**src/rtl/core/rbst_pkg.sv**
```systemverilog
// types shared by the ray box slab test pipeline
`timescale 1ns / 1ps
package rbst_pkg;
    localparam int unsigned FieldWidth = 32;
    localparam int unsigned NumWidth = FieldWidth + 1;
    localparam int unsigned ProdWidth = 2 * NumWidth;

    // exact time as numerator over positive denominator
    typedef struct packed {
        logic signed [NumWidth-1:0] n;
        logic [FieldWidth-1:0] d;
    } frac_t;

    // entry/exit interval, v low means no limit
    typedef struct packed {
        logic v;
        frac_t lo;
        frac_t hi;
    } span_t;

    typedef struct packed {
        span_t span;
        logic in_box;
        logic pmiss;
    } axis_t;

    typedef struct packed {
        logic in_box;
        logic miss;
    } flags_t;
endpackage

```
**src/rtl/core/rbst_axis.sv**
```systemverilog
// per-axis slab prep: offsets, sign fold, entry/exit ordering (two stages)
`timescale 1ns / 1ps
module rbst_axis (
    input  logic aclk,
    input  logic adv,
    input  logic signed [rbst_pkg::FieldWidth-1:0] lo,
    input  logic signed [rbst_pkg::FieldWidth-1:0] hi,
    input  logic signed [rbst_pkg::FieldWidth-1:0] org,
    input  logic signed [rbst_pkg::FieldWidth-1:0] dir,
    output rbst_pkg::axis_t axis_out
);
    import rbst_pkg::*;

    logic signed [NumWidth-1:0] na_reg, na_next, nb_reg, nb_next;
    logic [FieldWidth-1:0] dabs_reg, dabs_next;
    logic neg_reg, zero_reg, inside_reg, pmiss_reg;
    logic zero_next, inside_next, pmiss_next;
    logic [NumWidth-1:0] dneg;
    axis_t out_reg, out_next;
    logic signed [NumWidth-1:0] fa, fb;

    always_comb begin
        na_next = NumWidth'(lo) - NumWidth'(org);
        nb_next = NumWidth'(hi) - NumWidth'(org);
        dneg = -{dir[FieldWidth-1], dir};
        dabs_next = dir[FieldWidth-1] ? dneg[FieldWidth-1:0] : dir;
        zero_next = (dir == '0);
        inside_next = (lo < org) && (org < hi);
        pmiss_next = zero_next && !(((org >= lo) && (org <= hi)) ||
                                    ((org >= hi) && (org <= lo)));
    end

    always_ff @(posedge aclk) begin
        if (adv) begin
            na_reg <= na_next;
            nb_reg <= nb_next;
            dabs_reg <= dabs_next;
            neg_reg <= dir[FieldWidth-1];
            zero_reg <= zero_next;
            inside_reg <= inside_next;
            pmiss_reg <= pmiss_next;
        end
    end

    always_comb begin
        fa = neg_reg ? -na_reg : na_reg;
        fb = neg_reg ? -nb_reg : nb_reg;
        out_next.span.v = !zero_reg;
        out_next.span.lo.n = (fa < fb) ? fa : fb;
        out_next.span.hi.n = (fa < fb) ? fb : fa;
        out_next.span.lo.d = dabs_reg;
        out_next.span.hi.d = dabs_reg;
        out_next.in_box = inside_reg;
        out_next.pmiss = pmiss_reg;
    end

    always_ff @(posedge aclk) begin
        if (adv) begin
            out_reg <= out_next;
        end
    end

    assign axis_out = out_reg;
endmodule

```
**config.mk**
```make
export PLATFORM = sky130hd
export DESIGN_NAME = rbst_axis
export DESIGN_NICKNAME = d
export VERILOG_FILES = /design/src/rtl/core/rbst_pkg.sv /design/src/rtl/core/rbst_axis.sv
export SDC_FILE = /design/constraint.sdc
export NUM_CORES = 1
export LEC_CHECK = 0
export BUFFER_PORTS_ARGS = -buffer_cell sky130_fd_sc_hd__clkbuf_2
export CAP_MARGIN = 20
export CORE_UTILIZATION = 61
export DETAILED_ROUTE_END_ITERATION = 8
export HOLD_SLACK_MARGIN = 0.03
export PLACE_DENSITY = 0.86
export SYNTH_ARGS = -nofsm -noshare
export SYNTH_HDL_FRONTEND = slang
export SYNTH_SLANG_ARGS = --single-unit
export TNS_END_PERCENT = 1
```
**constraint.sdc**
```tcl
create_clock -name aclk -period 11.9 [get_ports aclk]
set_clock_uncertainty 0.05 [all_clocks]
set_input_delay 1.785 -clock aclk [delete_from_list [all_inputs] [get_ports aclk]]
set_output_delay 1.785 -clock aclk [all_outputs]
set_load 0.1 [all_outputs]
```
# [Word level (Yosys, flattened, before mapping)]
# Index checks and enable logic that the tools add are counted.
[totals] ff_bits=203 in_bits=130 output_inout_bits=133 wordCells=39
[classes] add_sub_neg=5 n_lt_le_gt_ge=7 muxes=5 n_reduce_logical=8
[ops] cell="$mux W33" count=4
[ops] cell="$neg A33 Y33" count=2
[ops] cell="$sub A32 B32 Y33" count=2
[ops] cell="$ge A32 B32 Y1" count=2
[ops] cell="$le A32 B32 Y1" count=2
[ops] cell="$lt A32 B32 Y1" count=2
[ops] cell="$lt A33 B33 Y1" count=1
[ops] cell="$logic_not A32 Y1" count=1
[ops] cell="$neg A32 Y32" count=1
[ops] cell="$mux W31" count=1
[ops] cell="$logic_and A1 B1 Y1" count=4
[ops] cell="$logic_not A1 Y1" count=2
[ops] cell="$logic_or A1 B1 Y1" count=1

# [Logic depth before layout (Yosys ltp)]
# Gate-level depths: netlist of the first run.
[depth] word_depth=5 mapped_depth=20 mapped_depth_nobuf=18

# [Worst setup path before layout of the first run]
# No wires, ideal clock.
[synth_path] path_kind="reg-to-reg" from="register na_reg[7]" to="register out_reg (netlist bit axis_out[56]) (data pin)" setup_ps=279 t_arrival_ps=4355 required_time_ps=11571 path_slack_ps=7216 path_stages_with_launch=20 path_buffers=2 period_less_slack_ps=4684 cell_sequence="edfxtp_1 -> or4_1 -> or3_1 -> or3_1 -> nand2b_1 -> o21ai_0 -> xor2_1 -> inv_1 -> ha_1 -> a21o_1 -> a21o_1 -> a21oi_1 -> o21a_1 -> o21ai_0 -> a21o_1 -> a21oi_1 -> a21oi_1 -> buf_2 -> buf_1 -> mux2i_1"
[synth_lines] item="start: declaration" line_no="rbst_axis.sv:14" rtl="logic signed [NumWidth-1:0] na_reg, na_next, nb_reg, nb_next;"
[synth_lines] item="start signal: assignment" line_no="rbst_axis.sv:35" rtl="na_reg <= na_next;"
[synth_lines] item="end signal: assignment" line_no="rbst_axis.sv:59" rtl="out_reg <= out_next;"
[synth_lines] item="end: declaration" line_no="rbst_axis.sv:19" rtl="axis_t out_reg, out_next;"

==> results of run 1 <==
-- per-layer routing --
layer | up-vias | global-route usage (%) | wire [µm]
met5 | - | 0 | 0
li1 | 4973 | - | -
met3 | 59 | 2.67 | 2120
met4 | 0 | 10.1 | 952
met2 | 415 | 47.4 | 14900
met1 | 4745 | 35.3 | 13400
-- power by group through the flow --
stage	Sequential (mW)	Clock [mW]	Combinational, mW
CTS	1.06	0.706	1.45
global route	1.07	0.730	1.53
global placement	1.06	0	1.41
finish	1.05	0.699	1.45
floorplan	1.64	0	0.598
detailed placement	1.07	0	1.44
-- cell families after synthesis --
family	after synthesis	share of synthesized area, %
AND/OR/NAND/NOR	255	10.2
buffers and inverters	155	5.27
XOR/XNOR	141	9.34
flip-flops	203	45.3
AO/OA/AOI/OAI	300	15.2
adder cells (fa/ha/maj)	103	9.69
multiplexers	68	5.06
-- final cells by class --
| type | instances | area, µm² |
|---|---|---|
| clock buffer | 22 | 529 |
| clock inverter | 14 | 210 |
| fill | 1548 | 5820 |
| inverter | 92 | 345 |
| multi-input combinational | 867 | 6670 |
| sequential | 203 | 6100 |
| tap | 275 | 344 |
| timing repair buffer | 265 | 1340 |
-- worst min-delay path by stage --
stage,start,end,slack (ps),cells past startpoint
2_1_floorplan,pmiss_reg,axis_out[0],350,0
3_3_place_gp,dabs_reg[28],axis_out[30],350,0
3_5_place_dp,dabs_reg[30],axis_out[32],350,0
4_1_cts,dabs_reg[23],axis_out[25],370,0
5_1_grt,dabs_reg[24],axis_out[26],380,0
6_report,dabs_reg[19],axis_out[21],370,0
-- through the flow --
| step | hold WS, ps | setup slack [ps] |
|---|---|---|
| finish | 368 | 6520 |
| global route | 378 | 6300 |
| global placement | 351 | 6750 |
| floorplan | 350 | 7220 |
| CTS | 371 | 6550 |
| detailed placement | 355 | 6640 |
-- synthesized netlist by cell type (3+ instances only) --
library cell,count
or4_1,12
a21boi_0,5
and3_1,5
buf_2,6
nor2b_1,13
xor2_2,3
o211ai_1,3
o41ai_1,10
a31oi_1,14
clkbuf_1,23
a2111oi_0,3
o31ai_1,27
nand2b_4,3
nand4_1,18
o21bai_1,11
a211oi_1,7
xnor2_1,65
a21o_1,39
xor2_1,73
mux2i_1,68
edfxtp_1,203
or3_1,18
o41ai_2,3
buf_4,32
nor2_1,45
nor4_1,9
or2_2,4
nor3_1,15
nand2_1,66
o21ai_0,68
o21a_1,14
and2_1,5
a21oi_1,64
inv_1,92
nand3_1,14
and4_1,3
nand2b_1,14
ha_1,101
-- cell usage in the layout (no fill, tap or decap), types with 4 or more instances in the layout --
cell       synthesis  layout
or3_1             18      18
nand2b_1          14      14
a31oi_1           14      14
xor2_1            73      73
o31ai_1           27      27
a21boi_0           5       5
nand2_1           66      66
or2_2              4       4
o21ai_0           68      68
nor3_1            15      15
and3_1             5       5
ha_1             101     101
nor4_1             9       9
xnor2_1           65      65
inv_1             92      92
nor2b_1           13      13
nand4_1           18      18
o21bai_1          11      11
a21oi_1           64      63
o41ai_1           10      10
edfxtp_1         203     203
clkbuf_16          0      21
a21o_1            39      39
or4_1             12      12
o21a_1            14      14
and2_1             5       5
a211oi_1           7       7
clkbuf_2           0     261
bufinv_16          0       5
mux2i_1           68      68
nor2_1            45      45
nand3_1           14      14
-- worst max-delay path, cell delays in order (launching register included) --
cell and delay (ps):
edfxtp_1 440, or4_1 570, or3_1 350, or3_1 380, nand2b_1 210, o41ai_1 340, xor2_1 320, inv_1 80
ha_1 300, nand4_1 130, o21a_1 210, o21ai_0 160, a21o_1 140, a21oi_1 160, a21oi_4 180, buf_4 780
mux2i_1 210
==> run_results.csv, run 1 <==
group,metric,value,unit
status,status,"completed",
floorplanning,die_w,151,µm
global_routing,gr-total-overflow,0,
setup_path,worst-setup-path-type,"flop to flop",
setup_path,path_max_fanout,64,
clock_tree,clkLatencyLatePin,500,ps
detailed_routing,ant_nets,0,
logic_synthesis,seq_area_frac_synth,45.3,%
setup_path,worstReg2RegEnd,"axis_out[118]",
clock_tree,cts_hold_buf,0,
setup_path,reg2reg_slack,6520,ps
sta,clock.fmax,186,MHz
power,ir_drop,0.000131,V
final_layout,largest_reg_flops,101,
sta,tns,0,ps
sta,finalHoldViolations,0,
power,pwr-share-clk,21.8,%
logic_synthesis,syn_inst,1225,
sta,timing.final.crit_period,5380,ps
setup_path,crit_arrival,5530,ps
power,pwr-share-comb,45.3,%
logic_synthesis,netlist.area_leader.share,45.3,%
job,drv_cap,0,
clock_tree,cts-root-buf,"clkbuf_16",
power,leakagePower,6.89,nW
detailed_routing,num_vias,10192,
floorplanning,pin_count,263,
setup_path,critPathLaunchType,"flop",
final_layout,drive_gt1_share,22.1,%
sta,relSlewSlack,24.9,%
detailed_routing,drc,0,
setup_path,crit_start,"na_reg[7]",
clock_tree,clock_tree.buffer_depth,3,
sta,rsz0062_at_grt,"false",
sta,slew_violations,0,
logic_synthesis,syn_area,0.0135,mm²
logic_synthesis,synth_ff_type,"edfxtp_1",
floorplanning,row_count,53,
setup_path,crit_end,"axis_out[118]",
sta,setup_viol,0,
logic_synthesis,ys_types,69,
final_layout,post-route-util,72.7,%
clock_tree,tritoncts,"done",
placement,placed_cell_area,0.0148,mm²
placement,hpwl,24.6,mm
setup_path,r2r-start,"na_reg[7]",
power,p_seq_share,32.9,%
logic_synthesis,ys_warn_count,0,
logic_synthesis,synthesis.nets,1458,
setup_path,end_kind,"flop",
detailed_routing,wl_per_cell,18.1,µm
sta,tightest_slew,1130,ps
setup_path,worst_r2r_path_depth,16,
clock_tree,cts_made_buffers,20,
setup_path,cp.required,12040,ps
detailed_routing,viasPerCell,5.86,
clock_tree,clk_pin_slew,60,ps
final_layout,finalNonFillerCells,1738,
logic_synthesis,syn_area_per_cell,11.0,µm²
final_layout,areaGrowthSynthToFinish,15.4,%
global_routing,first_global_vias,9638,
power,power.switching,1.43,mW
power,internal_power,1.77,mW
power,power,3.21,mW
final_layout,diodes,0,
final_layout,nNetsFinal,1682,
power,power_density,206,mW/mm²
logic_synthesis,synth-seq-cells,203,
clock_tree,numClockSinks,203,
detailed_routing,detail_route.iter0.violations,821,
detailed_routing,dr.pass1.iters,5,
floorplanning,die-area,0.0227,mm²
global_routing,antenna_found_initial,0,
floorplanning,core,0.0214,mm²
worst_hold_path,min_path_type,"flop to flop",
logic_synthesis,synthTopCellsByArea,"edfxtp_1 (45%), ha_1 (9.4%), mux2i_1 (5.1%)",
global_routing,grt_max_degree,139,
final_layout,stdcell_area,0.0155,mm²
placement,dpl.cell_count,1702,
global_routing,grt_usage,27.3,%
floorplanning,die_h,151,µm
logic_synthesis,synth_edf_count,203,
power,switching_share,44.8,%
clock_tree,cts_max_level,1,
logic_synthesis,yosysTopAreaCell,"edfxtp_1",
sta,layout_worst_path_cycle_share,45.2,%
detailed_routing,wl,31.4,mm
clock_tree,post_cts_resized,0,
floorplanning,initial_core_util,63.0,%
logic_synthesis,async_reset_ff_share,0,%
placement,finalWeightedCongestion,0.937,
clock_tree,post-cts-setup-buffers,0,
global_routing,grt_pass1_wl,47.9,mm
placement,io_buffers,262,
Power figures use the tool's default switching activity.
==> run 2: changes to the inputs <==
--- a/config.mk
+++ b/config.mk
@@ -5,12 +5,13 @@
 export SDC_FILE = /design/constraint.sdc
 export NUM_CORES = 1
 export LEC_CHECK = 0
+export ABC_AREA = 1
 export BUFFER_PORTS_ARGS = -buffer_cell sky130_fd_sc_hd__clkbuf_2
 export CAP_MARGIN = 20
-export CORE_UTILIZATION = 61
+export CORE_UTILIZATION = 58
 export DETAILED_ROUTE_END_ITERATION = 8
 export HOLD_SLACK_MARGIN = 0.03
-export PLACE_DENSITY = 0.86
+export PLACE_DENSITY = 0.81
 export SYNTH_ARGS = -nofsm -noshare
 export SYNTH_HDL_FRONTEND = slang
 export SYNTH_SLANG_ARGS = --single-unit
==> constraint.sdc (replaced) <==
create_clock -name aclk -period 5.1 [get_ports aclk]
set_clock_uncertainty 0.05 [all_clocks]
set_input_delay 0.765 -clock aclk [delete_from_list [all_inputs] [get_ports aclk]]
set_output_delay 0.765 -clock aclk [all_outputs]
set_load 0.1 [all_outputs]
==> run_results.csv, run 2 <==
group,metric,value,unit
sta,relSlewSlack,36.0,%
logic_synthesis,syn_area,0.0149,mm²
final_layout,fillCellCount,2122,
logic_synthesis,syn_area_per_cell,8.30,µm²
setup_path,slowest_delay,470,ps
final_layout,multiInputGateArea,0.00748,mm²
final_layout,nNetsFinal,2256,
detailed_routing,ant_nets,0,
worst_hold_path,min_path_type,"flop to flop",
floorplanning,pin_count,263,
global_routing,gr-total-overflow,0,
logic_synthesis,syn_inst,1798,
detailed_routing,drc,0,
logic_synthesis,yosysTopAreaCell,"edfxtp_1",
setup_path,cpMostUsedCell,"nand2_1",
setup_path,end_kind,"flop",
setup_path,cp.required,5290,ps
final_layout,areaGrowthSynthToFinish,12.7,%
global_routing,antenna_found_initial,0,
detailed_routing,viasPerCell,5.60,
final_layout,finalNonFillerCells,2366,
setup_path,crit_path_top_delay_cell,"ha_1",
sta,tightest_slew,960,ps
final_layout,mostFrequentLayoutCells,"nand2_1 (395), clkbuf_2 (261), inv_1 (223)",
power,ir_drop,0.000687,V
placement,io_buffers,262,
floorplanning,die-area,0.0264,mm²
clock_tree,clk_pin_slew,60,ps
floorplanning,row_count,58,
final_layout,final_common_cell,"nand2_1",
final_layout,diodes,0,
final_layout,largest_reg_flops,101,
clock_tree,clkLatencyLatePin,500,ps
logic_synthesis,synth_edf_count,203,
status,status,"completed",
detailed_routing,dr.pass1.iters,6,
job,drv_cap,0,
final_layout,seq_area,0.00610,mm²
detailed_routing,wl,39.0,mm
floorplanning,die_h,162,µm
sta,tns,0,ps
setup_path,critPathLaunchType,"flop",
sta,clock.fmax,211,MHz
logic_synthesis,ys_warn_count,0,
sta,finalHoldViolations,0,
setup_path,worst-setup-path-type,"flop to flop",
logic_synthesis,synth-seq-cells,203,
logic_synthesis,synthesis.nets,2031,
clock_tree,cts-root-buf,"clkbuf_16",
logic_synthesis,seq_area_frac_synth,40.8,%
sta,slew_violations,0,
setup_path,crit_arrival,4930,ps
logic_synthesis,yosysMostFrequentCell,"nand2_1",
sta,setup_viol,0,
setup_path,crit_chain,"inv_1, ha_1, nand3_1, nor2_1, nand2_1, o21ai_2, nand2_1, a21oi_1, nand2_1, xor2_1, inv_1, ha_1, nand2_2, nor2_2, nand4_2, nor2_4, o211ai_4, nand3_4, nand2_4, nand3_1, nand2_1",
clock_tree,tritoncts,"done",
clock_tree,cts_max_level,1,
detailed_routing,num_vias,13254,
floorplanning,core,0.0252,mm²
final_layout,post-route-util,66.8,%
sta,timing.final.crit_period,4740,ps
sta,rsz0062_at_grt,"false",
power,power,8.10,mW
power,leakagePower,8.07,nW
global_routing,grt_usage,29.1,%
power,power_density,481,mW/mm²
logic_synthesis,yosys-top-cells-count,"nand2_1 (395), inv_1 (223), edfxtp_1 (203)",
final_layout,drive_gt1_share,16.7,%
global_routing,grt_max_degree,111,
setup_path,worst_r2r_path_depth,21,
logic_synthesis,async_reset_ff_share,0,%
placement,finalWeightedCongestion,1.02,
clock_tree,cts_hold_buf,0,
logic_synthesis,synth_ff_type,"edfxtp_1",
sta,fin_hold_ws,368,ps
clock_tree,clock_tree.buffer_depth,3,
sta,layout_worst_path_cycle_share,92.9,%
clock_tree,cts_made_buffers,20,
detailed_routing,wl_per_cell,16.5,µm
clock_tree,post-cts-setup-buffers,0,
clock_tree,numClockSinks,203,
detailed_routing,detail_route.iter0.violations,1373,
placement,dpl.cell_count,2330,
global_routing,grt_pass1_wl,61.0,mm
global_routing,first_global_vias,12413,
floorplanning,initial_core_util,59.3,%
logic_synthesis,synthTopCellsByArea,"edfxtp_1 (41%), nand2_1 (9.9%), ha_1 (8.5%)",
placement,hpwl,30.8,mm
setup_path,path_max_fanout,64,
worst_hold_path,hold_depth,0,
logic_synthesis,netlist.area_leader.share,40.8,%
logic_synthesis,ys_types,46,
floorplanning,die_w,162,µm
==> run 2: changes by cell type after synthesis, moves of 18 or more <==
| cell | previous run | this run |
|---|---|---|
| or3_1 | 18 | 0 |
| xnor2_1 | 65 | 39 |
| nand3_1 | 14 | 190 |
| mux2i_1 | 68 | 0 |
| nor2_1 | 45 | 169 |
| o31ai_1 | 27 | 5 |
| xor2_1 | 73 | 93 |
| a21oi_1 | 64 | 99 |
| inv_1 | 92 | 223 |
| a21o_1 | 39 | 12 |
| nand2_1 | 66 | 395 |
==> run 2: path summary, 6_finish.rpt <==
path	start	to	slack [ps]
setup / recovery	nb_reg[0]	axis_out[118]	360
hold / removal	dabs_reg[24]	axis_out[26]	370
setup reg to reg	nb_reg[0]	axis_out[118]	360
hold reg to reg	dabs_reg[24]	axis_out[26]	370
==> run 2: what timing repair did <==
item / CTS / global route
pin swaps: 1 / 0
resized for setup: 0 / 1
setup endpoints to repair: 1 / 1
==> run 2: layout make-up <==
type / instances / area share [%]
Clock buffer: 26 / 3.11
Clock inverter: 9 / 0.379
Inverter: 224 / 5.00
Multi-Input combinational cell: 1305 / 44.5
Sequential cell: 203 / 36.2
Tap cell: 330 / 2.45
Timing Repair Buffer: 269 / 8.38
==> run 2: worst max-delay path, delay by kind of cell, from the launching register on <==
family	cells	cell delay [ps]
AND/OR/NAND/NOR	13	2130
AO/OA/AOI/OAI	3	690
adder cells (fa/ha/maj)	2	670
flip-flops	1	420
buffers and inverters	2	250
XOR/XNOR	1	230
==> run 2: where the power goes <==
| group | internal, mW | leakage, nW | switching [mW] | total [mW] |
|---|---|---|---|---|
| combinational | 0.883 | 5.80 | 3.33 | 4.21 |
| sequential | 2.35 | 1.99 | 0.182 | 2.54 |
| clock | 0.732 | 0.282 | 0.615 | 1.35 |
| total | 3.97 | 8.07 | 4.13 | 8.10 |
==> run 2: cells by family (layout without fill, tap and decap cells) <==
| logic type | Yosys count | after routing | synth area share (%) |
|---|---|---|---|
| buf+inv | 290 | 528 | 9.03 |
| compound gates | 222 | 222 | 8.55 |
| simple gates | 848 | 848 | 25.1 |
| fa+ha+maj | 103 | 103 | 8.73 |
| xor+xnor | 132 | 132 | 7.74 |
| flops | 203 | 203 | 40.8 |
==> run 2: per-stage QoR <==
stage / setup slack, ps / cell area, µm²
3_5_place_dp: 94.9 / 16200
5_1_grt: 1.07 / 16800
6_report: 363 / 16800
2_1_floorplan: 1330 / 14900
3_3_place_gp: 368 / 16200
4_1_cts: 8.68 / 16800
==> run 2: layer usage <==
layer / global-route usage (%) / vias to the layer above / routed length (µm)
met2: 47.2 / 650 / 17900
li1: - / 6480 / -
met5: 0 / - / 0
met4: 10.1 / 0 / 1230
met1: 40.8 / 6041 / 17200
met3: 2.65 / 83 / 2750
